File: src/rtl/ole_pkg.sv
// Shared types and constants for the ordered list engine.
// Used by every module under rtl; depends on nothing else.
package ole_pkg;

    localparam int CAPACITY = 16;
    localparam int DATA_W   = 32;
    localparam int POS_W    = 8;
    localparam int ADDR_W   = $clog2(CAPACITY);
    localparam int CNT_W    = $clog2(CAPACITY + 1);
    localparam int ALU_W    = POS_W + 2;

    typedef enum logic [2:0] {
        ACT_INS_HEAD = 3'd0,
        ACT_INS_TAIL = 3'd1,
        ACT_INS_POS  = 3'd2,
        ACT_DEL_HEAD = 3'd3,
        ACT_DEL_TAIL = 3'd4,
        ACT_DEL_VAL  = 3'd5,
        ACT_DEL_POS  = 3'd6,
        ACT_READ     = 3'd7
    } act_t;

    typedef enum logic [2:0] {
        STAT_OK       = 3'd0,
        STAT_EMPTY    = 3'd1,
        STAT_BADPOS   = 3'd2,
        STAT_NOTFOUND = 3'd3,
        STAT_FULL     = 3'd4
    } stat_t;

    typedef enum logic [3:0] {
        S_IDLE,
        S_DECIDE,
        S_UP_CHK,
        S_UP_WR,
        S_PUT,
        S_DN_CHK,
        S_DN_WR,
        S_DN_END,
        S_SRCH_RD,
        S_SRCH_CMP,
        S_OUT_RD,
        S_OUT_EMIT,
        S_RESULT
    } state_t;

    typedef enum logic [1:0] {
        ALU_NONE,
        ALU_INC,
        ALU_DEC
    } alu_op_t;

    typedef struct packed {
        act_t                     action;
        logic signed [DATA_W-1:0] value;
        logic [POS_W-1:0]         position;
    } req_t;

    typedef struct packed {
        stat_t                    status;
        logic signed [DATA_W-1:0] element;
        logic [CNT_W-1:0]         count;
        logic                     last;
    } res_t;

    typedef struct packed {
        logic              we;
        logic [ADDR_W-1:0] waddr;
        logic [DATA_W-1:0] wdata;
        logic              re;
        logic [ADDR_W-1:0] raddr;
    } mem_req_t;

endpackage

File: src/rtl/ole_alu.sv
// Shared index step and compare unit of the ordered list engine.
// Depends on ole_pkg.
module ole_alu (
    input  logic [ole_pkg::ALU_W-1:0]  a,
    input  logic [ole_pkg::ALU_W-1:0]  b,
    input  ole_pkg::alu_op_t           op,
    input  logic [ole_pkg::DATA_W-1:0] x,
    input  logic [ole_pkg::DATA_W-1:0] y,
    output logic [ole_pkg::ALU_W-1:0]  sum,
    output logic                       lt,
    output logic                       eq
);
    import ole_pkg::*;

    always_comb
    begin
        case (op)
            ALU_INC:  sum = a + ALU_W'(1);
            ALU_DEC:  sum = a - ALU_W'(1);
            ALU_NONE: sum = a;
            default:  sum = a;
        endcase
    end

    assign lt = $signed(sum) < $signed(b);
    assign eq = (x == y);

endmodule

File: src/rtl/ole_mem.sv
// Entry storage of the ordered list engine: one write port, one registered read port.
// Depends on ole_pkg.
module ole_mem (
    input  logic                       clk,
    input  ole_pkg::mem_req_t          mem_req,
    output logic [ole_pkg::DATA_W-1:0] rd_data
);
    import ole_pkg::*;

    logic [DATA_W-1:0] entries_reg [CAPACITY];
    logic [DATA_W-1:0] rd_data_reg;

    always_ff @(posedge clk)
    begin
        if (mem_req.we)
        begin
            entries_reg[mem_req.waddr] <= mem_req.wdata;
        end
    end

    always_ff @(posedge clk)
    begin
        if (mem_req.re)
        begin
            rd_data_reg <= entries_reg[mem_req.raddr];
        end
    end

    assign rd_data = rd_data_reg;

endmodule

File: src/rtl/ole_ctrl.sv
// Sequencer of the ordered list engine: decodes a request, steps the shared
// index unit over the entry memory and issues results. Depends on ole_pkg, ole_alu.
module ole_ctrl (
    input  logic                       clk,
    input  logic                       rst_n,
    input  logic                       req_valid,
    output logic                       req_ready,
    input  ole_pkg::req_t              req,
    input  logic                       out_free,
    output logic                       emit,
    output ole_pkg::res_t              res,
    output ole_pkg::mem_req_t          mem_req,
    input  logic [ole_pkg::DATA_W-1:0] rd_data
);
    import ole_pkg::*;

    state_t            state_reg, state_next;
    logic [CNT_W-1:0]  cnt_reg, cnt_next;
    act_t              act_reg, act_next;
    logic [DATA_W-1:0] val_reg, val_next;
    logic [POS_W-1:0]  pos_reg, pos_next;
    logic [ADDR_W-1:0] idx_reg, idx_next;
    logic [ADDR_W-1:0] tgt_reg, tgt_next;
    stat_t             stat_reg, stat_next;

    logic [ALU_W-1:0]  alu_a, alu_b, alu_sum;
    alu_op_t           alu_op;
    logic              alu_lt, alu_eq;

    stat_t             dec_stat;
    logic              full, empty, pos_zero;
    logic [POS_W-1:0]  pos_m1;
    logic [CNT_W-1:0]  cnt_m1;

    ole_alu u_alu (
        .a   (alu_a),
        .b   (alu_b),
        .op  (alu_op),
        .x   (rd_data),
        .y   (val_reg),
        .sum (alu_sum),
        .lt  (alu_lt),
        .eq  (alu_eq)
    );

    assign full     = (cnt_reg == CNT_W'(CAPACITY));
    assign empty    = (cnt_reg == '0);
    assign pos_zero = (pos_reg == '0);
    assign pos_m1   = pos_reg - POS_W'(1);
    assign cnt_m1   = cnt_reg - CNT_W'(1);

    always_comb
    begin
        dec_stat = STAT_OK;
        case (act_reg)
            ACT_INS_HEAD, ACT_INS_TAIL:
            begin
                if (full)
                    dec_stat = STAT_FULL;
            end
            ACT_INS_POS:
            begin
                if (pos_zero || alu_lt)
                    dec_stat = STAT_BADPOS;
                else if (full)
                    dec_stat = STAT_FULL;
            end
            ACT_DEL_POS:
            begin
                if (empty)
                    dec_stat = STAT_EMPTY;
                else if (pos_zero || alu_lt)
                    dec_stat = STAT_BADPOS;
            end
            default:
            begin
                if (empty)
                    dec_stat = STAT_EMPTY;
            end
        endcase
    end

    always_comb
    begin
        state_next = state_reg;
        case (state_reg)
            S_IDLE:
            begin
                if (req_valid)
                    state_next = S_DECIDE;
            end
            S_DECIDE:
            begin
                if (dec_stat != STAT_OK)
                    state_next = S_RESULT;
                else
                begin
                    case (act_reg)
                        ACT_INS_HEAD, ACT_INS_TAIL, ACT_INS_POS: state_next = S_UP_CHK;
                        ACT_DEL_VAL: state_next = S_SRCH_RD;
                        ACT_READ:    state_next = S_OUT_RD;
                        default:     state_next = S_DN_CHK;
                    endcase
                end
            end
            S_UP_CHK:   state_next = alu_lt ? S_PUT : S_UP_WR;
            S_UP_WR:    state_next = S_UP_CHK;
            S_PUT:      state_next = S_RESULT;
            S_DN_CHK:   state_next = alu_lt ? S_DN_WR : S_DN_END;
            S_DN_WR:    state_next = S_DN_CHK;
            S_DN_END:   state_next = S_RESULT;
            S_SRCH_RD:  state_next = S_SRCH_CMP;
            S_SRCH_CMP:
            begin
                if (alu_eq)
                    state_next = S_DN_CHK;
                else if (alu_lt)
                    state_next = S_SRCH_RD;
                else
                    state_next = S_RESULT;
            end
            S_OUT_RD:   state_next = S_OUT_EMIT;
            S_OUT_EMIT:
            begin
                if (out_free)
                    state_next = alu_lt ? S_OUT_RD : S_IDLE;
            end
            S_RESULT:
            begin
                if (out_free)
                    state_next = S_IDLE;
            end
            default:    state_next = S_IDLE;
        endcase
    end

    always_comb
    begin
        req_ready     = 1'b0;
        emit          = 1'b0;
        res.status    = stat_reg;
        res.element   = '0;
        res.count     = cnt_reg;
        res.last      = 1'b1;
        mem_req.we    = 1'b0;
        mem_req.waddr = idx_reg;
        mem_req.wdata = rd_data;
        mem_req.re    = 1'b0;
        mem_req.raddr = idx_reg;
        alu_a         = ALU_W'(idx_reg);
        alu_b         = ALU_W'(cnt_reg);
        alu_op        = ALU_NONE;
        cnt_next      = cnt_reg;
        act_next      = act_reg;
        val_next      = val_reg;
        pos_next      = pos_reg;
        idx_next      = idx_reg;
        tgt_next      = tgt_reg;
        stat_next     = stat_reg;
        case (state_reg)
            S_IDLE:
            begin
                req_ready = 1'b1;
                if (req_valid)
                begin
                    act_next = req.action;
                    val_next = req.value;
                    pos_next = req.position;
                end
            end
            S_DECIDE:
            begin
                alu_a     = ALU_W'(cnt_reg);
                alu_b     = ALU_W'(pos_reg);
                alu_op    = (act_reg == ACT_INS_POS) ? ALU_INC : ALU_NONE;
                stat_next = dec_stat;
                case (act_reg)
                    ACT_INS_HEAD:
                    begin
                        tgt_next = '0;
                        idx_next = cnt_reg[ADDR_W-1:0];
                    end
                    ACT_INS_TAIL:
                    begin
                        tgt_next = cnt_reg[ADDR_W-1:0];
                        idx_next = cnt_reg[ADDR_W-1:0];
                    end
                    ACT_INS_POS:
                    begin
                        tgt_next = pos_m1[ADDR_W-1:0];
                        idx_next = cnt_reg[ADDR_W-1:0];
                    end
                    ACT_DEL_TAIL: idx_next = cnt_m1[ADDR_W-1:0];
                    ACT_DEL_POS:  idx_next = pos_m1[ADDR_W-1:0];
                    default:      idx_next = '0;
                endcase
            end
            S_UP_CHK:
            begin
                alu_b         = ALU_W'(tgt_reg);
                alu_op        = ALU_DEC;
                mem_req.re    = !alu_lt;
                mem_req.raddr = alu_sum[ADDR_W-1:0];
            end
            S_UP_WR:
            begin
                mem_req.we = 1'b1;
                alu_op     = ALU_DEC;
                idx_next   = alu_sum[ADDR_W-1:0];
            end
            S_PUT:
            begin
                mem_req.we    = 1'b1;
                mem_req.wdata = val_reg;
                cnt_next      = cnt_reg + CNT_W'(1);
            end
            S_DN_CHK:
            begin
                alu_op        = ALU_INC;
                mem_req.re    = alu_lt;
                mem_req.raddr = alu_sum[ADDR_W-1:0];
            end
            S_DN_WR:
            begin
                mem_req.we = 1'b1;
                alu_op     = ALU_INC;
                idx_next   = alu_sum[ADDR_W-1:0];
            end
            S_DN_END:
            begin
                cnt_next  = cnt_m1;
                stat_next = STAT_OK;
            end
            S_SRCH_RD:
            begin
                mem_req.re = 1'b1;
            end
            S_SRCH_CMP:
            begin
                alu_op = ALU_INC;
                if (!alu_eq)
                begin
                    if (alu_lt)
                        idx_next = alu_sum[ADDR_W-1:0];
                    else
                        stat_next = STAT_NOTFOUND;
                end
            end
            S_OUT_RD:
            begin
                mem_req.re = 1'b1;
            end
            S_OUT_EMIT:
            begin
                alu_op      = ALU_INC;
                emit        = out_free;
                res.status  = STAT_OK;
                res.element = rd_data;
                res.last    = !alu_lt;
                if (out_free)
                    idx_next = alu_sum[ADDR_W-1:0];
            end
            S_RESULT:
            begin
                emit = out_free;
            end
            default:
            begin
            end
        endcase
    end

    always_ff @(posedge clk or negedge rst_n)
    begin
        if (!rst_n)
        begin
            state_reg <= S_IDLE;
            cnt_reg   <= '0;
        end
        else
        begin
            state_reg <= state_next;
            cnt_reg   <= cnt_next;
        end
    end

    always_ff @(posedge clk)
    begin
        act_reg  <= act_next;
        val_reg  <= val_next;
        pos_reg  <= pos_next;
        idx_reg  <= idx_next;
        tgt_reg  <= tgt_next;
        stat_reg <= stat_next;
    end

endmodule

File: src/rtl/ordered_list_engine_unit.sv
// Top level of the ordered list engine: sequencer, entry memory and result register.
// Depends on ole_pkg, ole_ctrl, ole_mem.
//
// Holds an ordered list of up to 16 signed 32-bit entries in a single-port-write,
// registered-read memory, and takes one request at a time. Every step goes through
// one memory access and one shared index/compare unit, so the cost follows the
// number of entries touched: an insert grows with the number of entries moved back,
// a delete at a position with the entries moved forward, and a delete by value
// also with the entries inspected; read out grows with the entries emitted, and a
// request rejected by a status check goes straight to its result. Results pass
// through an output register, so a request can be accepted while the last result
// still waits to be taken. No clearing is needed after reset.
module ordered_list_engine_unit (
    input  logic           clk,
    input  logic           rst_n,
    input  logic           req_valid,
    output logic           req_ready,
    input  ole_pkg::req_t  req,
    output logic           res_valid,
    input  logic           res_ready,
    output ole_pkg::res_t  res
);
    import ole_pkg::*;

    mem_req_t          mem_req;
    logic [DATA_W-1:0] rd_data;
    logic              emit;
    logic              out_free;
    res_t              emit_res;
    logic              res_valid_reg, res_valid_next;
    res_t              res_reg;

    ole_ctrl u_ctrl (
        .clk       (clk),
        .rst_n     (rst_n),
        .req_valid (req_valid),
        .req_ready (req_ready),
        .req       (req),
        .out_free  (out_free),
        .emit      (emit),
        .res       (emit_res),
        .mem_req   (mem_req),
        .rd_data   (rd_data)
    );

    ole_mem u_mem (
        .clk     (clk),
        .mem_req (mem_req),
        .rd_data (rd_data)
    );

    assign out_free = !res_valid_reg || res_ready;

    always_comb
    begin
        res_valid_next = res_valid_reg;
        if (emit)
            res_valid_next = 1'b1;
        else if (res_ready)
            res_valid_next = 1'b0;
    end

    always_ff @(posedge clk or negedge rst_n)
    begin
        if (!rst_n)
            res_valid_reg <= 1'b0;
        else
            res_valid_reg <= res_valid_next;
    end

    always_ff @(posedge clk)
    begin
        if (emit)
            res_reg <= emit_res;
    end

    assign res_valid = res_valid_reg;
    assign res       = res_reg;

endmodule
File: config.mk
export PLATFORM = sky130hd
export DESIGN_NAME = ordered_list_engine_unit
export DESIGN_NICKNAME = d
export VERILOG_FILES = /design/src/rtl/ole_pkg.sv /design/src/rtl/ole_alu.sv /design/src/rtl/ole_mem.sv /design/src/rtl/ole_ctrl.sv /design/src/rtl/ordered_list_engine_unit.sv
export SDC_FILE = /design/constraint.sdc
export NUM_CORES = 1
export LEC_CHECK = 0
export BUFFER_PORTS_ARGS = -buffer_cell sky130_fd_sc_hd__buf_4
export CORE_MARGIN = 2
export CORE_UTILIZATION = 45
export CTS_BUF_LIST = sky130_fd_sc_hd__clkbuf_16
export DETAILED_ROUTE_END_ITERATION = 8
export SYNTH_ARGS = -nofsm -noshare
export SYNTH_HDL_FRONTEND = slang
export SYNTH_SLANG_ARGS = --single-unit
File: constraint.sdc
create_clock -name clk -period 12.2 [get_ports clk]
set_input_delay 1.83 -clock clk [delete_from_list [all_inputs] [get_ports clk]]
set_output_delay 1.83 -clock clk [all_outputs]
set_load 0.1 [all_outputs]
# After elaboration in Yosys (flattened, before gate mapping)
# Memories as Yosys holds them, arrays and structs flattened. A register that Yosys moved wholly into a read port is not among the register bits.
# Index checks and enable logic that the tools add are counted.
totals:
  word_cells: 119
  ramBits: 512
  regBits: 105
  out_inout_bits: 43
  in_bits: 47
  mem_count: 1
op_classes:
  eq_ne: 28
  n_reduce_logical: 29
  muxes: 42
  n_lt_le_gt_ge: 1
  n_addsub: 5
memory_table:
  columns: ["memory", "depth", "word_bits", "read_ports", "rd_ports_with_merged_regs", "wr", "line_no", "rtl"]
  rows:
  - ["u_mem.entries_reg", 16, 32, 1, 1, 1, "ole_mem.sv:10", "logic [DATA_W-1:0] entries_reg [CAPACITY];"]
op_table:
  columns: ["operator", "count"]
  rows:
  - ["4-bit one-hot mux with 12 select lines", 1]
  - ["4-bit two-way mux", 10]
  - ["4-bit one-hot mux with 3 select lines", 3]
  - ["32-bit == test", 1]
  - ["32-bit two-way mux", 1]
  - ["3-bit two-way mux", 7]
  - ["4-bit == test (second input constant)", 5]
  - ["10-bit one-hot mux with 2 select lines", 1]
  - ["3-bit one-hot mux with 3 select lines", 2]
  - ["4-bit by 3-bit == test with 1-bit output (second input constant)", 4]
  - ["4-bit one-hot mux with 4 select lines", 1]
  - ["8-bit one-hot mux with 2 select lines", 1]
  - ["2-bit OR reduction", 7]
  - ["3-bit == test (second input constant)", 4]
  - ["10-bit less-than comparator", 1]
  - ["1-bit two-way mux", 10]
  - ["2-bit != test (second input constant)", 5]
  - ["5-bit one-hot mux with 2 select lines", 1]
  - ["10-bit by 1-bit subtractor with 10-bit output (second input constant)", 1]
  - ["3-bit nonzero test", 3]
  - ["4-bit by 2-bit == test with 1-bit output (second input constant)", 2]
  - ["8-bit zero test", 1]
  - ["5-bit by 1-bit adder with 6-bit output (second input constant)", 1]
  - ["2-bit one-hot mux with 3 select lines", 1]
  - ["other kinds (25)", 31]

# Depth between registers and ports, before layout
depth:
  depth_word: 13
  mapped_depth: 22
  depth_no_buf: 20

# Modules after synthesis
# Synthesis repeated with hierarchy kept, for this count alone.
hier_totals:
  cells_unflattened: 1434
  area_unflattened_um2: 26578.0
by_module_without_submodules:
  columns: ["module", "n_inst", "area_each_um2", "cells_per_inst", "seq_area_each_um2"]
  rows:
  - ["ole_mem", 1, 20155.6, 838, 16335.7]
  - ["ole_ctrl", 1, 3883.7, 371, 1846.8]
  - ["ordered_list_engine_unit", 1, 1278.7, 44, 1256.2]
  - ["ole_alu", 1, 1260.0, 181, 0.0]

# Worst setup path after synthesis
# No wires, ideal clock.
synth_path:
  path_kind: "reg2reg"
  from: "reg u_ctrl.state_reg[1]"
  to: "reg u_mem.rd_data_reg[0], in the netlist u_mem.rd_data[0], read port of u_mem.entries_reg (enable)"
  t_arrival_ns: 4.587
  period_less_slack_ns: 4.979
  required_ns: 11.808
  setup_time_ns: 0.392
  setup_slack_ns: 7.221
  path_buffers: 4
  path_stages_with_launch: 21
  cell_sequence: "dfrtp_1 > buf_2 > clkbuf_1 > clkbuf_1 > o31ai_1 > a22oi_1 > inv_1 > ha_1 > clkbuf_1 > nand2b_1 > o21ai_1 > a222oi_1 > inv_1 > ha_1 > nand3_1 > nor2_1 > nand2_1 > a31oi_1 > o21a_1 > a21o_1 > a22o_1"
synth_rtl:
  columns: ["element", "line_no", "rtl"]
  rows:
  - ["start, declared", "ole_ctrl.sv:17", "state_t state_reg, state_next;"]
  - ["start signal, assigned", "ole_ctrl.sv:282", "state_reg <= state_next;"]
  - ["end, declared", "ole_mem.sv:11", "logic [DATA_W-1:0] rd_data_reg;"]

# Worst setup path in the final report
layout_path:
  from: "reg u_ctrl.state_reg[0]"
  to: "reg u_mem.rd_data_reg[16], in the netlist u_mem.rd_data[16], read port of u_mem.entries_reg (data pin)"
layout_between:
  elab_chain_cells: 8
  word_cells_on_any_way: 25
  classes_between: "add/sub: 2; order compare: 1; eq/ne: 11; mux: 6; reduce/logical: 5"
layout_rtl:
  columns: ["element"]
  rows:
  - ["branches (longest 8 deep; another with 10-bit by 1-bit subtractor with 10-bit output)"]
# Several ways; the timed one is not identified.
# A chain may end at the register's enable or synchronous reset.

==> impl_metrics.tcl <==
set metrics [dict create \
    vias_per_cell 5.80 \
    first_pass_iters 6 \
    routabilityCongestion 0.880 \
    synth-edff-count 639 \
    seq_area_frac_synth 0.731 \
    start_kind "flip-flop" \
    post_cts_buffers 0 \
    hp-class "flip-flop to flip-flop" \
    yosysTopAreaCellShare 0.722 \
    cts_resized 0 \
    synth_cell_types 65 \
    async_flop_share 0.0154 \
    drive_gt1_frac 0.264 \
    vdd_drop_max_uv 146 \
    crit_family "buffers and inverters" \
    cts_buffers 68 \
    initial_core_util 0.453 \
    nNetsFinal 1551 \
    rr_worst_depth 14 \
    rows 89 \
    cts_root_buffer "clkbuf_16" \
    rrSetupSlack_ns 5.72 \
    grt_pass1_wl_mm 90.6 \
    fin_area_sq_um 30400 \
    largest_register_ffs 512 \
    leakagePower_nw 10.1 \
    maxCapViolCount 0 \
    clkLatencyLatePin_ns 0.60 \
    ys.flop_type "edfxtp_1" \
    drc 0 \
    grt_max_degree 68 \
    r2r_end "u_mem.rd_data[16]" \
    r2r-start "u_ctrl.state_reg[0]" \
    n_fill_cell 4635 \
    core_sq_um 58700 \
    critPathBufInv 5 \
    ys_seq_elements 649 \
    min_path_cells 1 \
    crit_end "u_mem.rd_data[16]" \
    max_freq_mhz 154 \
    globalRouteOverflowTotal 0 \
    port-buffer-count 89 \
    diodes 0 \
    crit_path_end_kind "flip-flop" \
    outcome "completed" \
    syn_to_final_growth_pct 14.2 \
    cts_tree "built" \
    required_ns 12.51 \
    synth_top_area_cell "edfxtp_1" \
    netlist_area_sq_um 26600 \
    power.density_nw_per_um2 275 \
    fin_worst_skew_ns 0.0239 \
    cts_hold_buf 0 \
    die_x_um 247 \
    htreeDepth 3 \
    startpoint "u_ctrl.state_reg[0]" \
    netlist_instances 1377 \
    synth_most_common_cell "edfxtp_1" \
    cpMaxStageDelayCell "nor4b_2" \
    ant_nets 0 \
    dpl.hpwl_mm 33.5 \
    crit_arrival_ns 6.79 \
    vias 13400 \
    crit_path_frequent_cell "mux2i_1" \
    setup_viol 0 \
    grt_use_total 0.208 \
    instances_no_fill 2315 \
    wl_per_cell_um 27.0 \
    crit_chain "buf_4, nor4b_2, mux2i_1, inv_1, ha_1, mux2i_1, mux2_1, inv_2, mux2_8, buf_4, buf_4, mux4_2, mux2i_1, mux2i_1" \
    tightest_slew_ns 1.24 \
    cp.depth 14 \
    ios 90 \
    ys_warn_count 0 \
    path_clk_slew_ns 0.06 \
    finalSetupTns_ns 0 \
    grt_pass1_vias 13400 \
    ctsLongestPathBuffers 3 \
    routed_wl_mm 62.4 \
    yosys-top-cells-count "edfxtp_1, mux4_2, mux2i_1, nor2_1, nand2_1" \
    fin_crit_ns 6.48 \
    antenna_found_initial 2 \
    slowest_delay_ns 1.07 \
    fin_crit_sh 0.531 \
    chipHeight_um 247 \
    placed_cell_area_sq_um 28200 \
    timing.slew.headroom 0.169 \
    avgSynthCellArea_sq_um 19.3 \
    cts_num_sinks 649 \
    hold_viol 0 \
    finalMaxSlewViolations 0 \
    ys_top_cells_by_area "edfxtp_1, mux4_2, mux2i_1, mux2_2, xnor2_1" \
    crit_type "flip-flop to flip-flop" \
    crit_fanout 48 \
    die-area_sq_um 61100 \
    drt_iter0_drc 1246 \
    dp_cells 2192 \
    rsz0062_at_grt "false" \
    synth_nets 1439 \
]
## how the worst min path moves through the flow
stage,endpoint,startpoint
final,res[40],u_ctrl.stat_reg[2]
after global placement,res[40],u_ctrl.stat_reg[2]
after floorplan,res[5],u_ctrl.cnt_reg[4]
after CTS,res[40],u_ctrl.stat_reg[2]
after detailed placement,res[40],u_ctrl.stat_reg[2]
after global routing,res[40],u_ctrl.stat_reg[2]
## metal layers
metal  up-vias  global-route usage  part of all wire
met5         -                   0                 0
met4         0              0.0539             0.022
met3        89              0.0346             0.054
met2       425               0.348              0.50
met1      7143               0.284              0.42
li1       5777                   -                 -
## metrics by stage
step / total power [mW] / util / hold WS [ns] / setup WS, ns
floorplan: 5.59 / - / 0.423 / 7.22
global placement: 6.36 / 0.480 / 0.533 / 5.71
detailed placement: 6.41 / 0.480 / 0.526 / 5.66
CTS: 8.43 / 0.518 / 0.540 / 5.64
global route: 8.74 / 0.518 / 0.577 / 5.11
finish: 8.35 / 0.518 / 0.540 / 5.72
## cells by family after synthesis
| logic type | share of synthesized area |
|---|---|
| xor gates and xnor gates | 0.0128 |
| buffers and inverters | 0.0178 |
| and+or+nand+nor | 0.0419 |
| AOI/OAI and AO/OA | 0.0245 |
| adders and majority gates | 0.00706 |
| DFF | 0.731 |
| muxes | 0.165 |
## worst register-to-register path: stages (launching register included)
cell,delay [ns]
dfrtp_1,0.32
buf_4,0.38
nor4b_2,1.08
mux2i_1,0.40
inv_1,0.08
ha_1,0.29
mux2i_1,0.12
mux2_1,0.32
inv_2,0.09
mux2_8,0.48
buf_4,0.93
buf_4,0.85
mux4_2,0.65
mux2i_1,0.14
mux2i_1,0.09
## power by group
group	switching, mW	internal [mW]
Combinational	1.84	1.18
Sequential	0.195	3.12
Clock	0.842	1.18
## layout make-up
type / instances / area [sq um] / area share
multi-input combinational: 639 / 6840 / 0.225
tap: 773 / 967 / 0.0318
inverter: 12 / 45.0 / 0.00148
sequential: 649 / 19400 / 0.640
timing repair buffer: 119 / 893 / 0.0294
clock buffer: 71 / 1780 / 0.0585
clock inverter: 52 / 408 / 0.0134
## cell usage in the layout (no fill, tap or decap), types with 4 or more instances in the layout
| master | netlist | final |
|---|---|---|
| edfxtp_1 | 639 | 639 |
| mux4_2 | 128 | 128 |
| buf_4 | 14 | 119 |
| mux2i_1 | 104 | 104 |
| clkbuf_16 | 0 | 71 |
| nand2_1 | 43 | 43 |
| nor2_1 | 50 | 36 |
| xnor2_1 | 35 | 35 |
| mux2_2 | 36 | 34 |
| and2_1 | 35 | 34 |
| inv_1 | 11 | 29 |
| a21oi_1 | 21 | 20 |
| o21ai_0 | 16 | 16 |
| nand2b_1 | 15 | 15 |
| ha_1 | 15 | 15 |
| nor2b_1 | 14 | 14 |
| nor2_4 | 0 | 14 |
| clkinv_1 | 0 | 14 |
| nor3_1 | 17 | 12 |
| a22oi_1 | 11 | 11 |
| nand4_1 | 11 | 11 |
| nand3_1 | 10 | 10 |
| dfrtp_1 | 10 | 10 |
| clkinv_2 | 0 | 7 |
| a21o_1 | 6 | 6 |
| bufinv_16 | 0 | 6 |
| o22ai_1 | 5 | 5 |
| nor3_2 | 0 | 5 |
| a211oi_1 | 5 | 5 |
| o31ai_1 | 4 | 4 |
| xor2_1 | 4 | 4 |
| o21ai_1 | 4 | 4 |
| nor4_1 | 4 | 4 |
(Power assumes the default switching activity.)
